--- config.mk ---
export PLATFORM = sky130hd
export DESIGN_NAME = header_comment_stripper_flat
export DESIGN_NICKNAME = d
export VERILOG_FILES = /design/src/rtl/hcs_pkg.sv /design/src/rtl/hcs_in_if.sv /design/src/rtl/hcs_out_if.sv /design/src/rtl/header_comment_stripper.sv /design/src/flat_wrapper.sv
export SDC_FILE = /design/constraint.sdc
export NUM_CORES = 1
export LEC_CHECK = 0
export ABC_CLOCK_PERIOD_IN_PS = 3300
export BUFFER_PORTS_ARGS = -buffer_cell sky130_fd_sc_hd__buf_2
export CORE_MARGIN = 2
export CORE_UTILIZATION = 60
export CTS_CLUSTER_DIAMETER = 150
export DETAILED_ROUTE_END_ITERATION = 6
export PLACE_DENSITY = 0.8
export SETUP_SLACK_MARGIN = 0.3
export SKIP_LAST_GASP = 1
export SLEW_MARGIN = 20
export SYNTH_ARGS = -nofsm -noshare
export SYNTH_HDL_FRONTEND = slang
export SYNTH_SLANG_ARGS = --single-unit
--- constraint.sdc ---
create_clock -name clk_i -period 3.3 [get_ports clk_i]
set_clock_uncertainty 0.05 [all_clocks]
set_input_delay 0.165 -clock clk_i [delete_from_list [all_inputs] [get_ports clk_i]]
set_output_delay 0.165 -clock clk_i [all_outputs]
set_load 0.005 [all_outputs]
--- src/rtl/hcs_pkg.sv ---
package hcs_pkg;

  // nesting counter width, counter saturates at all ones
  localparam int unsigned DepthBits = 8;

  localparam logic [7:0] ChOpen   = 8'h28;
  localparam logic [7:0] ChClose  = 8'h29;
  localparam logic [7:0] ChBslash = 8'h5c;

  typedef struct packed {
    logic [7:0] text_byte;
    logic       byte_present;
    logic       final_item;
  } in_item_t;

  typedef struct packed {
    logic [7:0] out_byte;
    logic       out_present;
    logic       run_last;
    logic       text_end;
  } out_item_t;

  // one queued result byte
  typedef struct packed {
    logic [7:0] data;
    logic       present;
  } res_entry_t;

  // c-locale whitespace: tab, lf, vt, ff, cr, space
  function automatic logic is_ws(input logic [7:0] b);
    return (b == 8'd32) || ((b >= 8'd9) && (b <= 8'd13));
  endfunction

endpackage

--- src/rtl/hcs_in_if.sv ---
interface hcs_in_if;
  import hcs_pkg::*;

  logic     valid;
  logic     ready;
  in_item_t data;

  modport source (output valid, output data, input ready);
  modport sink   (input valid, input data, output ready);
endinterface

--- src/rtl/hcs_out_if.sv ---
interface hcs_out_if;
  import hcs_pkg::*;

  logic      valid;
  logic      ready;
  out_item_t data;

  modport source (output valid, output data, input ready);
  modport sink   (input valid, input data, output ready);
endinterface

--- src/rtl/header_comment_stripper.sv ---
// Header comment stripper: removes nested parenthesized comments from a
// mail header value and collapses whitespace runs.
// in_ch_i carries one transaction per byte (text_byte, byte_present,
// final_item); final_item closes the value, byte_present 0 with final_item
// 1 is a bare end marker. out_ch_o carries result bytes; run_last marks the
// last result of an input transaction, text_end the end of the value, and
// out_present 0 marks an empty value.
// An input transaction is decoded in the cycle it is accepted and its
// results (up to three) land in a three-entry result queue; the first
// result is visible in the cycle after acceptance.
// Throughput is one input byte per cycle while each byte causes at most
// one result and the receiver is ready; a byte that releases withheld
// whitespace causes up to three results, and the queue drains them one
// per cycle while the receiver is ready. A new input is taken whenever
// the queue is empty or its last entry leaves in the same cycle.
// If the receiver stalls, the queue holds its entries and the input side
// stops once the queue cannot take the next transaction.
// Reset clears nesting depth, escape flag, whitespace hold count and the
// result queue; the block accepts input right after reset.
module header_comment_stripper (
  input  logic       clk_i,
  input  logic       rst_ni,
  hcs_in_if.sink     in_ch_i,
  hcs_out_if.source  out_ch_o
);
  import hcs_pkg::*;

  localparam logic [DepthBits-1:0] DepthMax = '1;

  // decoder state
  logic [DepthBits-1:0] depth_q, depth_d;
  logic                 esc_q, esc_d;
  logic                 lws_q, lws_d;
  logic [1:0]           held_cnt_q, held_cnt_d;
  logic [7:0]           held_q [2];
  logic [7:0]           held_d [2];

  // result queue
  res_entry_t buf_q [3];
  res_entry_t res   [3];
  logic [1:0] cnt_q;
  logic       end_q;
  logic [1:0] n;

  logic       in_acc, out_acc;
  logic       do_flush, do_hold;
  logic [7:0] b;
  logic       ws;

  assign in_ch_i.ready = (cnt_q == 2'd0) || ((cnt_q == 2'd1) && out_ch_o.ready);
  assign in_acc  = in_ch_i.valid && in_ch_i.ready;
  assign out_acc = out_ch_o.valid && out_ch_o.ready;
  assign b  = in_ch_i.data.text_byte;
  assign ws = is_ws(b);

  // byte classification and state update
  always_comb begin
    depth_d    = depth_q;
    esc_d      = esc_q;
    lws_d      = lws_q;
    held_cnt_d = held_cnt_q;
    held_d     = held_q;
    do_flush   = 1'b0;
    do_hold    = 1'b0;
    n          = 2'd0;
    for (int i = 0; i < 3; i++) begin
      res[i] = '{data: 8'h00, present: 1'b1};
    end

    if (in_ch_i.data.byte_present) begin
      if (esc_q) begin
        esc_d = 1'b0;
        if (depth_q == '0) begin
          if (ws) do_hold = 1'b1;
          else    do_flush = 1'b1;
          lws_d = 1'b0;
        end
      end else if (b == ChOpen) begin
        if (depth_q != DepthMax) depth_d = depth_q + 1'b1;
      end else if (b == ChClose) begin
        if (depth_q != '0) depth_d = depth_q - 1'b1;
      end else if (b == ChBslash) begin
        if (depth_q == '0) begin
          do_flush = 1'b1;
          lws_d    = 1'b0;
        end
        esc_d = 1'b1;
      end else if (depth_q == '0) begin
        if (!ws) begin
          do_flush = 1'b1;
          lws_d    = 1'b0;
        end else if (!lws_q) begin
          do_hold = 1'b1;
          lws_d   = 1'b1;
        end
      end
    end

    // release withheld whitespace ahead of the byte
    if (do_flush) begin
      case (held_cnt_q)
        2'd0: begin
          res[0].data = b;
          n = 2'd1;
        end
        2'd1: begin
          res[0].data = held_q[0];
          res[1].data = b;
          n = 2'd2;
        end
        default: begin
          res[0].data = held_q[0];
          res[1].data = held_q[1];
          res[2].data = b;
          n = 2'd3;
        end
      endcase
      held_cnt_d = 2'd0;
    end

    // withhold whitespace, full store pushes out the oldest byte
    if (do_hold) begin
      case (held_cnt_q)
        2'd0: begin
          held_d[0]  = b;
          held_cnt_d = 2'd1;
        end
        2'd1: begin
          held_d[1]  = b;
          held_cnt_d = 2'd2;
        end
        default: begin
          res[0].data = held_q[0];
          n           = 2'd1;
          held_d[0]   = held_q[1];
          held_d[1]   = b;
          held_cnt_d  = 2'd2;
        end
      endcase
    end

    // end of value: empty result if nothing else, then back to reset state
    if (in_ch_i.data.final_item) begin
      if (n == 2'd0) begin
        res[0] = '{data: 8'h00, present: 1'b0};
        n      = 2'd1;
      end
      depth_d    = '0;
      esc_d      = 1'b0;
      lws_d      = 1'b1;
      held_cnt_d = 2'd0;
    end
  end

  // decoder control state
  always_ff @(posedge clk_i or negedge rst_ni) begin
    if (!rst_ni) begin
      depth_q    <= '0;
      esc_q      <= 1'b0;
      lws_q      <= 1'b1;
      held_cnt_q <= 2'd0;
    end else if (in_acc) begin
      depth_q    <= depth_d;
      esc_q      <= esc_d;
      lws_q      <= lws_d;
      held_cnt_q <= held_cnt_d;
    end
  end

  // withheld whitespace bytes
  always_ff @(posedge clk_i) begin
    if (in_acc) begin
      held_q <= held_d;
    end
  end

  // queue occupancy and end flag
  always_ff @(posedge clk_i or negedge rst_ni) begin
    if (!rst_ni) begin
      cnt_q <= 2'd0;
      end_q <= 1'b0;
    end else if (in_acc && (n != 2'd0)) begin
      cnt_q <= n;
      end_q <= in_ch_i.data.final_item;
    end else if (out_acc) begin
      cnt_q <= cnt_q - 2'd1;
    end
  end

  // queue entries, shift toward the head on each output transaction
  always_ff @(posedge clk_i) begin
    if (in_acc && (n != 2'd0)) begin
      buf_q <= res;
    end else if (out_acc) begin
      buf_q[0] <= buf_q[1];
      buf_q[1] <= buf_q[2];
    end
  end

  // output channel
  assign out_ch_o.valid            = (cnt_q != 2'd0);
  assign out_ch_o.data.out_byte    = buf_q[0].data;
  assign out_ch_o.data.out_present = buf_q[0].present;
  assign out_ch_o.data.run_last    = (cnt_q == 2'd1);
  assign out_ch_o.data.text_end    = end_q && (cnt_q == 2'd1);

  // end of value leaves the decoder in its reset state
  a_final_clears: assert property (@(posedge clk_i) disable iff (!rst_ni)
    in_acc && in_ch_i.data.final_item |=>
      (depth_q == '0) && !esc_q && lws_q && (held_cnt_q == 2'd0))
    else $error("decoder state not cleared after end of value");

  // hold store never overfills
  a_held_bound: assert property (@(posedge clk_i) disable iff (!rst_ni)
    held_cnt_q != 2'd3)
    else $error("whitespace hold count out of range");

  // draining the last entry without new input empties the queue
  a_drain_last: assert property (@(posedge clk_i) disable iff (!rst_ni)
    out_acc && (cnt_q == 2'd1) && !in_acc |=> (cnt_q == 2'd0))
    else $error("result queue not empty after last entry left");

  // an empty result only ever ends a value
  a_empty_is_end: assert property (@(posedge clk_i) disable iff (!rst_ni)
    out_ch_o.valid && !out_ch_o.data.out_present |->
      out_ch_o.data.text_end && (out_ch_o.data.out_byte == 8'h00))
    else $error("empty result outside end of value");

endmodule

--- src/flat_wrapper.sv ---
// flat-port wrapper written by rule: the top's interface ports become plain ports
module header_comment_stripper_flat import hcs_pkg::*;
  (clk_i, rst_ni, in_ch_i_valid, in_ch_i_data, in_ch_i_ready, out_ch_o_valid, out_ch_o_data, out_ch_o_ready);
  hcs_in_if in_ch_i_i ();
  hcs_out_if out_ch_o_i ();
  input  logic clk_i;
  input  logic rst_ni;
  input wire logic [$bits(in_ch_i_i.valid)-1:0] in_ch_i_valid;
  input wire logic [$bits(in_ch_i_i.data)-1:0] in_ch_i_data;
  output wire logic [$bits(in_ch_i_i.ready)-1:0] in_ch_i_ready;
  output wire logic [$bits(out_ch_o_i.valid)-1:0] out_ch_o_valid;
  output wire logic [$bits(out_ch_o_i.data)-1:0] out_ch_o_data;
  input wire logic [$bits(out_ch_o_i.ready)-1:0] out_ch_o_ready;
  assign in_ch_i_i.valid = in_ch_i_valid;
  assign in_ch_i_i.data = in_ch_i_data;
  assign in_ch_i_ready = in_ch_i_i.ready;
  assign out_ch_o_valid = out_ch_o_i.valid;
  assign out_ch_o_data = out_ch_o_i.data;
  assign out_ch_o_i.ready = out_ch_o_ready;
  header_comment_stripper u_core (.clk_i(clk_i), .rst_ni(rst_ni), .in_ch_i(in_ch_i_i), .out_ch_o(out_ch_o_i));
endmodule
# Word-level counts from Yosys, hierarchy flattened
# Index checks and enable logic that the tools add are counted.
# W data, S select, Z words.
totals:
  regBits: 56
  inputBits: 14
  output_inout_bits: 13
  elab_cells: 122
classes:
  n_addsub: 3
  order_cmp: 2
  eq_ne: 11
  mux: 62
  n_bitwise: 3
  n_reduce_logical: 29
op_table:
  columns: ["op", "n"]
  rows:
  - ["$mux W8", 12]
  - ["$mux W18", 2]
  - ["$mux W1", 32]
  - ["$pmux W8 S2", 2]
  - ["$eq A8 B6 Y1 const B", 3]
  - ["$mux W2", 11]
  - ["$mux W9", 2]
  - ["$reduce_bool A3 Y1", 3]
  - ["$add A8 B1 Y8 const B", 1]
  - ["$eq A8 B7 Y1 const B", 1]
  - ["$ge A8 B4 Y1 const B", 1]
  - ["$le A8 B4 Y1 const B", 1]
  - ["$logic_not A8 Y1", 1]
  - ["$ne A8 B8 Y1 const B", 1]
  - ["$reduce_bool A2 Y1", 4]
  - ["$reduce_bool A8 Y1", 1]
  - ["$sub A8 B1 Y8 const B", 1]
  - ["$logic_and A1 B1 Y1", 6]
  - ["$logic_not A2 Y1", 3]
  - ["$ne A3 B2 Y1 const B", 2]
  - ["$reduce_and A3 Y1", 2]
  - ["$reduce_and A6 Y1", 1]
  - ["$reduce_and A5 Y1", 1]
  - ["$eq A2 B1 Y1 const B", 2]
  - ["10 further kinds", 14]

# Logic depth before layout (Yosys ltp)
# Gate-level depths: netlist of run 1.
logic_depth:
  depth_word: 19
  mapped_depth: 11
  mapped_depth_nobuf: 11

# Worst setup path after synthesis of run 1
# No wires, ideal clock.
synth_timing:
  path_kind: "in2reg"
  from: "in in_ch_i_data[4]"
  to: "reg u_core.depth_q[6]"
  setup_time_ns: 0.122
  arrival_time_ns: 2.407
  required_ns: 3.128
  path_slack_ns: 0.721
  cell_stages: 11
  n_path_buf: 0
  cell_sequence: "nor4_4 -> nand3_2 -> nor2_1 -> inv_1 -> ha_1 -> nor2b_1 -> o21ai_0 -> a21boi_0 -> o21a_1 -> or3_1 -> a32o_1"
synth_between:
  elab_chain_cells: 5
  word_cells_on_any_way: 10
  cone_classes: "3 x eq/ne; 4 x mux; 3 x reduce/logical"
synth_lines:
  columns: ["item", "line_no", "rtl"]
  rows:
  - ["start, declared", "flat_wrapper.sv:9", "input wire logic [$bits(in_ch_i_i.data)-1:0] in_ch_i_data;"]
  - ["$eq A8 B6 Y1", "header_comment_stripper.sv:78", "end else if (b == ChOpen) begin"]
  - ["$mux W8", "header_comment_stripper.sv:78", null]
  - ["$mux W8", "header_comment_stripper.sv:71", "if (esc_q) begin"]
  - ["$mux W8", "header_comment_stripper.sv:70", "if (in_ch_i.data.byte_present) begin"]
  - ["$mux W8", "header_comment_stripper.sv:143", "if (in_ch_i.data.final_item) begin"]
  - ["end signal, assigned", "header_comment_stripper.sv:163", "depth_q <= depth_d;"]
  - ["end, declared", "header_comment_stripper.sv:31", "logic [DepthBits-1:0] depth_q, depth_d;"]
# Several ways; a longest one is shown, not always the timed one. The select of a mux whose other input is x is not followed.
# A chain may end at the register's enable or synchronous reset.

# Worst setup path in the final report of run 1
# Same ends and word-level chain as after synthesis.

==> results of run 1 <==
==> metrics by stage <==
step | setup WS [ns] | power [mW] | utilization | instance area, sq um
CTS | 0.576 | 1.86 | 0.670 | 3420
detailed placement | 0.248 | 1.48 | 0.649 | 3310
global route | 0.355 | 1.96 | 0.670 | 3420
global placement | 0.386 | 1.46 | 0.649 | 3310
floorplan | 0.721 | 1.37 | - | 3180
finish | 0.579 | 1.85 | 0.670 | 3420
==> metal layers <==
layer | up-vias | track usage | wire, microns
met5 | - | 0 | 0
met4 | 0 | 0.0855 | 97
met3 | 10 | 0.0424 | 245
met2 | 55 | 0.368 | 2940
met1 | 1094 | 0.280 | 2670
li1 | 1144 | - | -
==> flip-flops by register name, indices dropped and copies added, names as in the netlist <==
register / count
u_core.depth_q: 8
u_core.held_q: 16
u_core.lws_q: 1
u_core.cnt_q: 2
u_core.held_cnt_q: 2
u_core.esc_q: 1
u_core.out_ch_o.data: 9
u_core.end_q: 1
u_core.buf_q: 16
==> final timing paths <==
check	start	end	slack, ns	cells after the start
setup / recovery	in_ch_i_data[4]	u_core.depth_q[6]$_DFFE_PN0P_	0.58	12
hold / removal	in_ch_i_data[3]	u_core.held_q[1]$_DFFE_PP_	0.09	1
setup reg to reg	u_core.depth_q[4]$_DFFE_PN0P_	u_core.buf_q[16]$_DFFE_PP_	0.80	5
hold reg to reg	u_core.end_q$_DFFE_PN0P_	u_core.end_q$_DFFE_PN0P_	0.46	2
max in group asynchronous	rst_ni	u_core.lws_q$_DFFE_PN1P_	2.64	2
min in group asynchronous	rst_ni	u_core.esc_q$_DFFE_PN0P_	0.25	2
==> cell usage in the layout, fill, tap and decap left out, drive strengths merged, types with 3 or more instances in the layout <==
| master | Yosys | layout |
|---|---|---|
| nand2 | 43 | 43 |
| edfxtp | 41 | 41 |
| buf | 15 | 31 |
| nor2 | 28 | 28 |
| o21ai | 24 | 24 |
| inv | 21 | 22 |
| dfrtp | 14 | 14 |
| nand3 | 14 | 14 |
| a31oi | 10 | 10 |
| and3 | 10 | 10 |
| mux2 | 8 | 8 |
| ha | 8 | 8 |
| a21oi | 6 | 6 |
| a22o | 6 | 6 |
| xnor2 | 5 | 5 |
| clkbuf | 5 | 5 |
| nor3 | 5 | 5 |
| nor4 | 5 | 5 |
| nand2b | 3 | 3 |
| a21o | 3 | 3 |
| and2 | 3 | 3 |
| nand4 | 3 | 3 |
==> synthesized netlist by cell type, drive strengths merged, types with 5 or more instances <==
cell type / count
nand2: 43
edfxtp: 41
nor2: 28
o21ai: 24
inv: 21
buf: 15
dfrtp: 14
nand3: 14
a31oi: 10
and3: 10
ha: 8
mux2: 8
a21oi: 6
a22o: 6
clkbuf: 5
nor3: 5
nor4: 5
xnor2: 5
==> kinds of logic after synthesis <==
| group | Yosys count | share of synthesized area |
|---|---|---|
| xor+xnor | 5 | 0.0138 |
| compound gates | 64 | 0.139 |
| buf+inv | 42 | 0.0646 |
| flops | 56 | 0.506 |
| fa+ha+maj | 9 | 0.0378 |
| mux | 8 | 0.0283 |
| simple gates | 126 | 0.211 |
==> report_power, final <==
part           leakage, nW  internal, mW  total (mW)  switching, mW
logic                0.711         0.194       0.490          0.297
registers            0.584         0.932       0.969         0.0373
clock network       0.0463         0.156       0.393          0.236
==> final cells by class <==
cell class / count / area (sq um) / share of cell area
clock buffers: 5 / 68.8 / 0.0201
clock inverters: 3 / 27.5 / 0.00805
inverters: 21 / 78.8 / 0.0230
multi-input cells: 212 / 1370 / 0.401
flip-flops and latches: 56 / 1610 / 0.470
well taps: 70 / 87.6 / 0.0256
repair buffers: 32 / 178 / 0.0519
==> impl_metrics.json, run 1 <==
{
  "status": "complete, no violations",
  "synth_area_per_cell_sq_um": 10.3,
  "seq_area_frac_synth": 0.506,
  "max_stage_delay_ns": 0.40,
  "crit_chain": "buf_2 > nor4_4 > nand3_2 > nor2_1 > inv_1 > ha_1 > nor2b_1 > o21ai_0 > a21boi_0 > o21a_1 > or3_1 > a32o_1",
  "required_ns": 3.45,
  "synth-seq-cells": 56,
  "cts_tree": "yes",
  "synth_top_area_share": 0.387,
  "max_cap_viol_count": 0,
  "critPathCaptureType": "flop",
  "tightest_slew_ns": 0.798,
  "synth_area_leaders": "edfxtp_1 (39%), dfrtp_1 (11%), nand2_1 (4.8%)",
  "track_usage": 0.219,
  "area_delta_synth_final_pct": 7.64,
  "drc": 0,
  "fp.dieW_microns": 76.8,
  "io_buffer_count": 26,
  "crit_slowest_cell": "nor4_4",
  "numCtsBuffers": 5,
  "root_buffer": "clkbuf_8",
  "drtPass1Iterations": 4,
  "synth_nets": 333,
  "finalWirelength_microns": 5960,
  "cts_repair_resize_count": 0,
  "vias_per_cell": 5.77,
  "hpwl_microns": 4330,
  "power_density_mw_per_mm2": 542,
  "grt_overflow_total": 0,
  "fin_crit_ns": 2.72,
  "grt_antenna_before_repair": 0,
  "clk_pin_slew_worst_paths_ns": 0.10,
  "rows": 26,
  "cts_setup_buffers": 0,
  "hold_class": "in -> reg",
  "synth.distinct_cells": 60,
  "relSlewSlack": 0.466,
  "start_util": 0.622,
  "ant_nets": 0,
  "h-tree-depth": 2,
  "worst-path-buf-inv": 2,
  "hold_buffers": 1,
  "critPathTopFamily": "simple AND/OR/NAND/NOR gates",
  "fillers": 413,
  "dieArea_sq_mm": 0.00590,
  "synthArstFlopShare": 0.268,
  "p_leak_nw": 1.34,
  "slew_viol_final": 0,
  "instances_no_fill": 399,
  "synth_edf_count": 41,
  "grt_max_degree": 43,
  "grt_pass1_wl_microns": 10500,
  "netlist_area_sq_mm": 0.00318,
  "critical_path_class": "in -> reg",
  "cp_max_fo": 8,
  "placed_cells": 390,
  "peakVddDrop_mv": 0.278,
  "setup_viol": 0,
  "yosys_warnings": 0,
  "wl_per_cell_microns": 14.9,
  "worst_setup_path_start_kind": "input pin",
  "tns_ns": 0,
  "syn_inst": 310,
  "boundaryPins": 27,
  "clkLatencyLatePin_ns": 0.31,
  "dieHeight_microns": 76.8,
  "synth_largest_area_cell": "edfxtp_1",
  "finalHoldViolCount": 0,
  "rsz0062_at_grt": "no",
  "holdWs_ns": 0.0916,
  "place_congestion": 0.814,
  "drtIter0Drc": 204,
  "ys.flop_type": "edfxtp_1",
  "vias": 2303,
  "cp_data_arrival_time_ns": 2.88,
  "drive_gt1_frac": 0.201,
  "clock-sinks": 56,
  "cts.path.max_buffers": 2,
  "timing.fmax_mhz": 367,
  "fin_nets": 351,
  "grt_pass1_vias": 2287,
  "core_area_sq_mm": 0.00511,
  "diodes": 0,
  "fin_crit_sh": 0.825
}
(Power assumes the default switching activity.)
==> inputs of run 2 (changes only) <==
--- a/config.mk
+++ b/config.mk
@@ -5,7 +5,7 @@
 export SDC_FILE = /design/constraint.sdc
 export NUM_CORES = 1
 export LEC_CHECK = 0
-export ABC_CLOCK_PERIOD_IN_PS = 3300
+export ABC_CLOCK_PERIOD_IN_PS = 2580
 export BUFFER_PORTS_ARGS = -buffer_cell sky130_fd_sc_hd__buf_2
 export CORE_MARGIN = 2
 export CORE_UTILIZATION = 60
==> constraint.sdc (replaced) <==
create_clock -name clk_i -period 2.58 [get_ports clk_i]
set_clock_uncertainty 0.05 [all_clocks]
set_input_delay 0.129 -clock clk_i [delete_from_list [all_inputs] [get_ports clk_i]]
set_output_delay 0.129 -clock clk_i [all_outputs]
set_load 0.005 [all_outputs]
==> run 2 against run 1 <==
Global-route usage up 3.2 points. Sequential cell count unchanged. Wire length up 17%. Non-clock buffer count up 26. Via count up 7.6%. Worst setup slack worse by 0.26 ns. Critical endpoint is now u_core.held_q[13]$_DFFE_PP_. Total power up 39%. First-iteration DRC count up 21%.
==> impl_metrics.json, run 2 (synthesized netlist as in run 1, its figures left out) <==
{
  "track_usage": 0.251,
  "slew_viol_final": 0,
  "fin_nets": 377,
  "clock-sinks": 56,
  "setup_viol": 0,
  "drtIter0Drc": 246,
  "wl_per_cell_microns": 16.4,
  "final_cell_mix": "nand2_1 (41), edfxtp_1 (41), buf_4 (29)",
  "power_density_mw_per_mm2": 684,
  "critPathCaptureType": "flop",
  "drc": 0,
  "core_area_sq_mm": 0.00511,
  "hpwl_microns": 4910,
  "required_ns": 2.53,
  "io_buffer_count": 26,
  "cp_max_fo": 8,
  "tightest_slew_ns": 0.474,
  "critical_path_class": "reg -> reg",
  "p_leak_nw": 1.50,
  "cts_tree": "yes",
  "grt_overflow_total": 0,
  "fp.dieW_microns": 76.8,
  "numCtsBuffers": 5,
  "area_delta_synth_final_pct": 18.1,
  "finalPower_mw": 2.57,
  "h-tree-depth": 2,
  "start_util": 0.622,
  "status": "complete, no violations",
  "worstRegToRegCells": 5,
  "place_congestion": 0.819,
  "boundaryPins": 27,
  "grt_pass1_vias": 2503,
  "ant_nets": 0,
  "holdPathStages": 3,
  "cts.path.max_buffers": 2,
  "drtPass1Iterations": 5,
  "dieArea_sq_mm": 0.00590,
  "max_cap_viol_count": 0,
  "vias": 2477,
  "finalWirelength_microns": 6980,
  "fin_crit_ns": 2.26,
  "tns_ns": 0,
  "hold_class": "in -> reg",
  "worst_setup_path_start_kind": "flop",
  "finalHoldViolCount": 0,
  "grt_max_degree": 29,
  "grt_pass1_wl_microns": 11800,
  "drive_gt1_frac": 0.296,
  "diodes": 0,
  "root_buffer": "clkbuf_8",
  "cp_data_arrival_time_ns": 2.21,
  "fin_crit_sh": 0.876,
  "rsz0062_at_grt": "yes",
  "rows": 26,
  "dieHeight_microns": 76.8,
  "vias_per_cell": 5.83,
  "relSlewSlack": 0.681,
  "grt_antenna_before_repair": 0,
  "peakVddDrop_mv": 0.361,
  "clk_pin_slew_worst_paths_ns": 0.10,
  "timing.fmax_mhz": 443,
  "clkLatencyLatePin_ns": 0.31
}
## run 2: cell count changes in the layout (fill, tap and decap cells not counted), moves of 2 or more
| cell | change |
|---|---|
| buf_4 | +24 |
| dfrtp_1 | -3 |
| dfrtp_2 | +3 |
| ha_1 | -3 |
| ha_2 | +2 |
| nor2_1 | -3 |
| nor2_4 | +3 |
| nor4_2 | -2 |
| nor4_4 | +3 |
## run 2: worst max-delay path, cell delays in order (launching register included)
cell and delay, ns:
dfrtp_1 0.42, nor4_4 0.33, and3_4 0.27, nand2_4 0.08, or4b_4 0.54, nor2_4 0.26
## run 2: layout make-up
class,instances,area [sq um]
clock buffers,6,72.6
clock inverters,2,38.8
fillers,356,1350
inverters,21,78.8
multi-input cells,212,1480
flip-flops and latches,56,1610
well taps,70,87.6
repair buffers,58,389
## run 2: path summary, 6_finish.rpt
path	start	end	slack [ns]
min	in_ch_i_data[1]	u_core.esc_q$_DFFE_PN0P_	0.06
min reg2reg	u_core.end_q$_DFFE_PN0P_	u_core.end_q$_DFFE_PN0P_	0.46
max	u_core.depth_q[0]$_DFFE_PN0P_	u_core.held_q[13]$_DFFE_PP_	0.32
max reg2reg	u_core.depth_q[0]$_DFFE_PN0P_	u_core.held_q[13]$_DFFE_PP_	0.32
min in group asynchronous	rst_ni	u_core.depth_q[4]$_DFFE_PN0P_	0.20
max in group asynchronous	rst_ni	u_core.lws_q$_DFFE_PN1P_	1.97
## run 2: where the power goes
part           total [mW]  leakage, nW  internal (mW)  switching (mW)
registers            1.24        0.579           1.19          0.0472
logic               0.747        0.863          0.313           0.434
clock network       0.582       0.0558          0.294           0.288
## run 2: stage by stage
step | setup slack (ns) | cells | util | hold WS (ns) | area, sq um
floorplan | 0.219 | 310 | - | -0.217 | 3220
detailed placement | 0.0220 | 406 | 0.680 | 0.0149 | 3470
CTS | 0.303 | 423 | 0.721 | 0.0826 | 3680
global route | 0.261 | 425 | 0.735 | 0.0796 | 3750
finish | 0.321 | 425 | 0.735 | 0.0606 | 3750
global placement | 0.0467 | 406 | 0.680 | 0.00867 | 3470
## run 2: timing repair
action / in CTS / in global routing
gates resized for setup: 7 / 13
hold buffers: 1 / 0
endpoints found under the hold margin: 15 / 0
pin swaps: 7 / 4
buffers inserted: 8 / 2
setup endpoints to repair: 49 / 48
## run 2: layer usage
| layer | vias up | wire length, microns | track usage |
|---|---|---|---|
| met3 | 13 | 414 | 0.0365 |
| li1 | 1197 | - | - |
| met1 | 1191 | 2850 | 0.327 |
| met2 | 76 | 3590 | 0.431 |
| met5 | - | 0 | 0 |
| met4 | 0 | 121 | 0.0873 |
==> inputs of run 3 (changes only) <==
--- a/config.mk
+++ b/config.mk
@@ -12,6 +12,7 @@
 export CTS_CLUSTER_DIAMETER = 150
 export DETAILED_ROUTE_END_ITERATION = 6
 export PLACE_DENSITY = 0.8
+export REMOVE_ABC_BUFFERS = 1
 export SETUP_SLACK_MARGIN = 0.3
 export SKIP_LAST_GASP = 1
 export SLEW_MARGIN = 20
==> run 3 against run 2 <==
First-iteration DRC count decreased by 15%. Die area unchanged. Hold slack improved by 0.049 ns. Clock-buffer cell count decreased by 1. Register-to-register slack improved by 0.04 ns. Non-clock buffer count unchanged. Critical path type unchanged. Sequential cell count unchanged. Cell area decreased by 1.9%. Total power decreased by 5.2%. Largest cell class unchanged. Maximum frequency increased by 1.7%. Worst setup slack improved by 0.037 ns.
==> impl_metrics.json, run 3 (synthesized netlist as in run 1, its figures left out) <==
{
  "status": "complete, no violations",
  "dieArea_sq_mm": 0.00590,
  "grt_antenna_before_repair": 0,
  "rr_endpoint": "u_core.held_q[15]$_DFFE_PP_",
  "fp.dieW_microns": 76.8,
  "hold_class": "in -> reg",
  "wl_per_cell_microns": 16.0,
  "core_area_sq_mm": 0.00511,
  "boundaryPins": 27,
  "fin_crit_sh": 0.861,
  "finalWirelength_microns": 6800,
  "startpoint": "u_core.depth_q[1]$_DFFE_PN0P_",
  "worst_setup_path_start_kind": "flop",
  "vias_per_cell": 5.91,
  "peakVddDrop_mv": 0.408,
  "grt_pass1_vias": 2264,
  "fillers": 366,
  "worstRegToRegCells": 6,
  "crit_end": "u_core.held_q[15]$_DFFE_PP_",
  "power_density_mw_per_mm2": 660,
  "drc": 0,
  "hpwl_microns": 4660,
  "relSlewSlack": 0.651,
  "cp_data_arrival_time_ns": 2.20,
  "area_delta_synth_final_pct": 15.9,
  "setup_viol": 0,
  "timing.fmax_mhz": 450,
  "place_congestion": 0.825,
  "fin_nets": 377,
  "track_usage": 0.235,
  "cp_max_fo": 8,
  "cts_tree": "yes",
  "multi_input_area_sq_mm": 0.00142,
  "drtIter0Drc": 210,
  "grt_overflow_total": 0,
  "tightest_slew_ns": 0.523,
  "clock-sinks": 56,
  "p_leak_nw": 1.49,
  "register_area_sq_mm": 0.00161,
  "critical_path_class": "reg -> reg",
  "final_cell_mix": "edfxtp_1 (41), nand2_1 (40), buf_4 (28)",
  "ant_nets": 0,
  "diodes": 0,
  "grt_max_degree": 35,
  "clkLatencyLatePin_ns": 0.31,
  "preCtsSetupSlack_ns": -0.0217,
  "cts.path.max_buffers": 2,
  "max_cap_viol_count": 0,
  "grt_pass1_wl_microns": 10900,
  "rsz0062_at_grt": "yes",
  "drive_gt1_frac": 0.290,
  "setup_slack_ns": 0.358,
  "root_buffer": "clkbuf_8",
  "slew_viol_final": 0,
  "vias": 2512,
  "clk_pin_slew_worst_paths_ns": 0.10,
  "dieHeight_microns": 76.8,
  "rows": 26,
  "h-tree-depth": 2,
  "required_ns": 2.56,
  "finalHoldViolCount": 0,
  "fin_crit_ns": 2.22,
  "tns_ns": 0,
  "rrSetupSlack_ns": 0.36,
  "final_common_cell": "edfxtp_1",
  "critPathCaptureType": "flop",
  "drtPass1Iterations": 4,
  "reg2reg_from": "u_core.depth_q[1]$_DFFE_PN0P_",
  "start_util": 0.622,
  "numCtsBuffers": 5,
  "io_buffer_count": 26
}
-- run 3: critical path, cell delays in order (launching register included) --
cell     delay, ns
dfrtp_2       0.45
nor4_4        0.29
and3_4        0.23
nand2_2       0.06
or4b_4        0.55
nor2_2        0.15
buf_6         0.16
-- run 3: layout make-up --
class,instances,area share
sequential,56,0.438
clock inverter,3,0.00611
multi-input combinational,212,0.386
timing repair buffer,58,0.107
inverter,21,0.0214
tap,70,0.0238
clock buffer,5,0.0187
-- run 3: metal layers --
layer / vias up / GRT usage / wire (microns)
met4: 0 / 0.0636 / 103
li1: 1203 / - / -
met2: 79 / 0.420 / 3550
met3: 10 / 0.0376 / 380
met1: 1220 / 0.294 / 2760
met5: - / 0 / 0
-- run 3: how the worst min path moves through the flow --
stage | start | to | cells after the start
after global routing | in_ch_i_data[1] | u_core.esc_q$_DFFE_PN0P_ | 3
after CTS | in_ch_i_data[5] | u_core.held_q[3]$_DFFE_PP_ | 2
after global placement | rst_ni | u_core.cnt_q[1]$_DFFE_PN0P_ | 1
after detailed placement | rst_ni | u_core.held_cnt_q[1]$_DFFE_PN0P_ | 1
final | in_ch_i_data[1] | u_core.esc_q$_DFFE_PN0P_ | 3
after floorplan | rst_ni | u_core.cnt_q[0]$_DFFE_PN0P_ | 0
-- run 3: timing repair --
item | 4_1_cts | 5_1_grt
gates resized for setup | 7 | 10
endpoints found under the setup margin | 29 | 38
hold endpoints to repair | 15 | 0
buffers inserted | 5 | 4
hold buffers | 1 | 0
pin swaps | 3 | 4
-- run 3: per-stage QoR --
stage | std cells | util | power [mW] | instance area [sq um] | hold WS (ns)
5_1_grt | 425 | 0.721 | 2.57 | 3680 | 0.115
3_5_place_dp | 407 | 0.676 | 1.96 | 3450 | 0.00695
4_1_cts | 421 | 0.709 | 2.44 | 3620 | 0.108
6_report | 425 | 0.721 | 2.43 | 3680 | 0.110
3_3_place_gp | 407 | 0.676 | 1.92 | 3450 | 0.00578
2_1_floorplan | 289 | - | 1.66 | 3050 | -0.217
-- run 3: power breakdown --
| part | internal, mW | switching (mW) | leakage (nW) |
|---|---|---|---|
| clock | 0.195 | 0.289 | 0.0485 |
| combinational | 0.302 | 0.408 | 0.861 |
| sequential | 1.19 | 0.0493 | 0.579 |
| total | 1.69 | 0.746 | 1.49 |
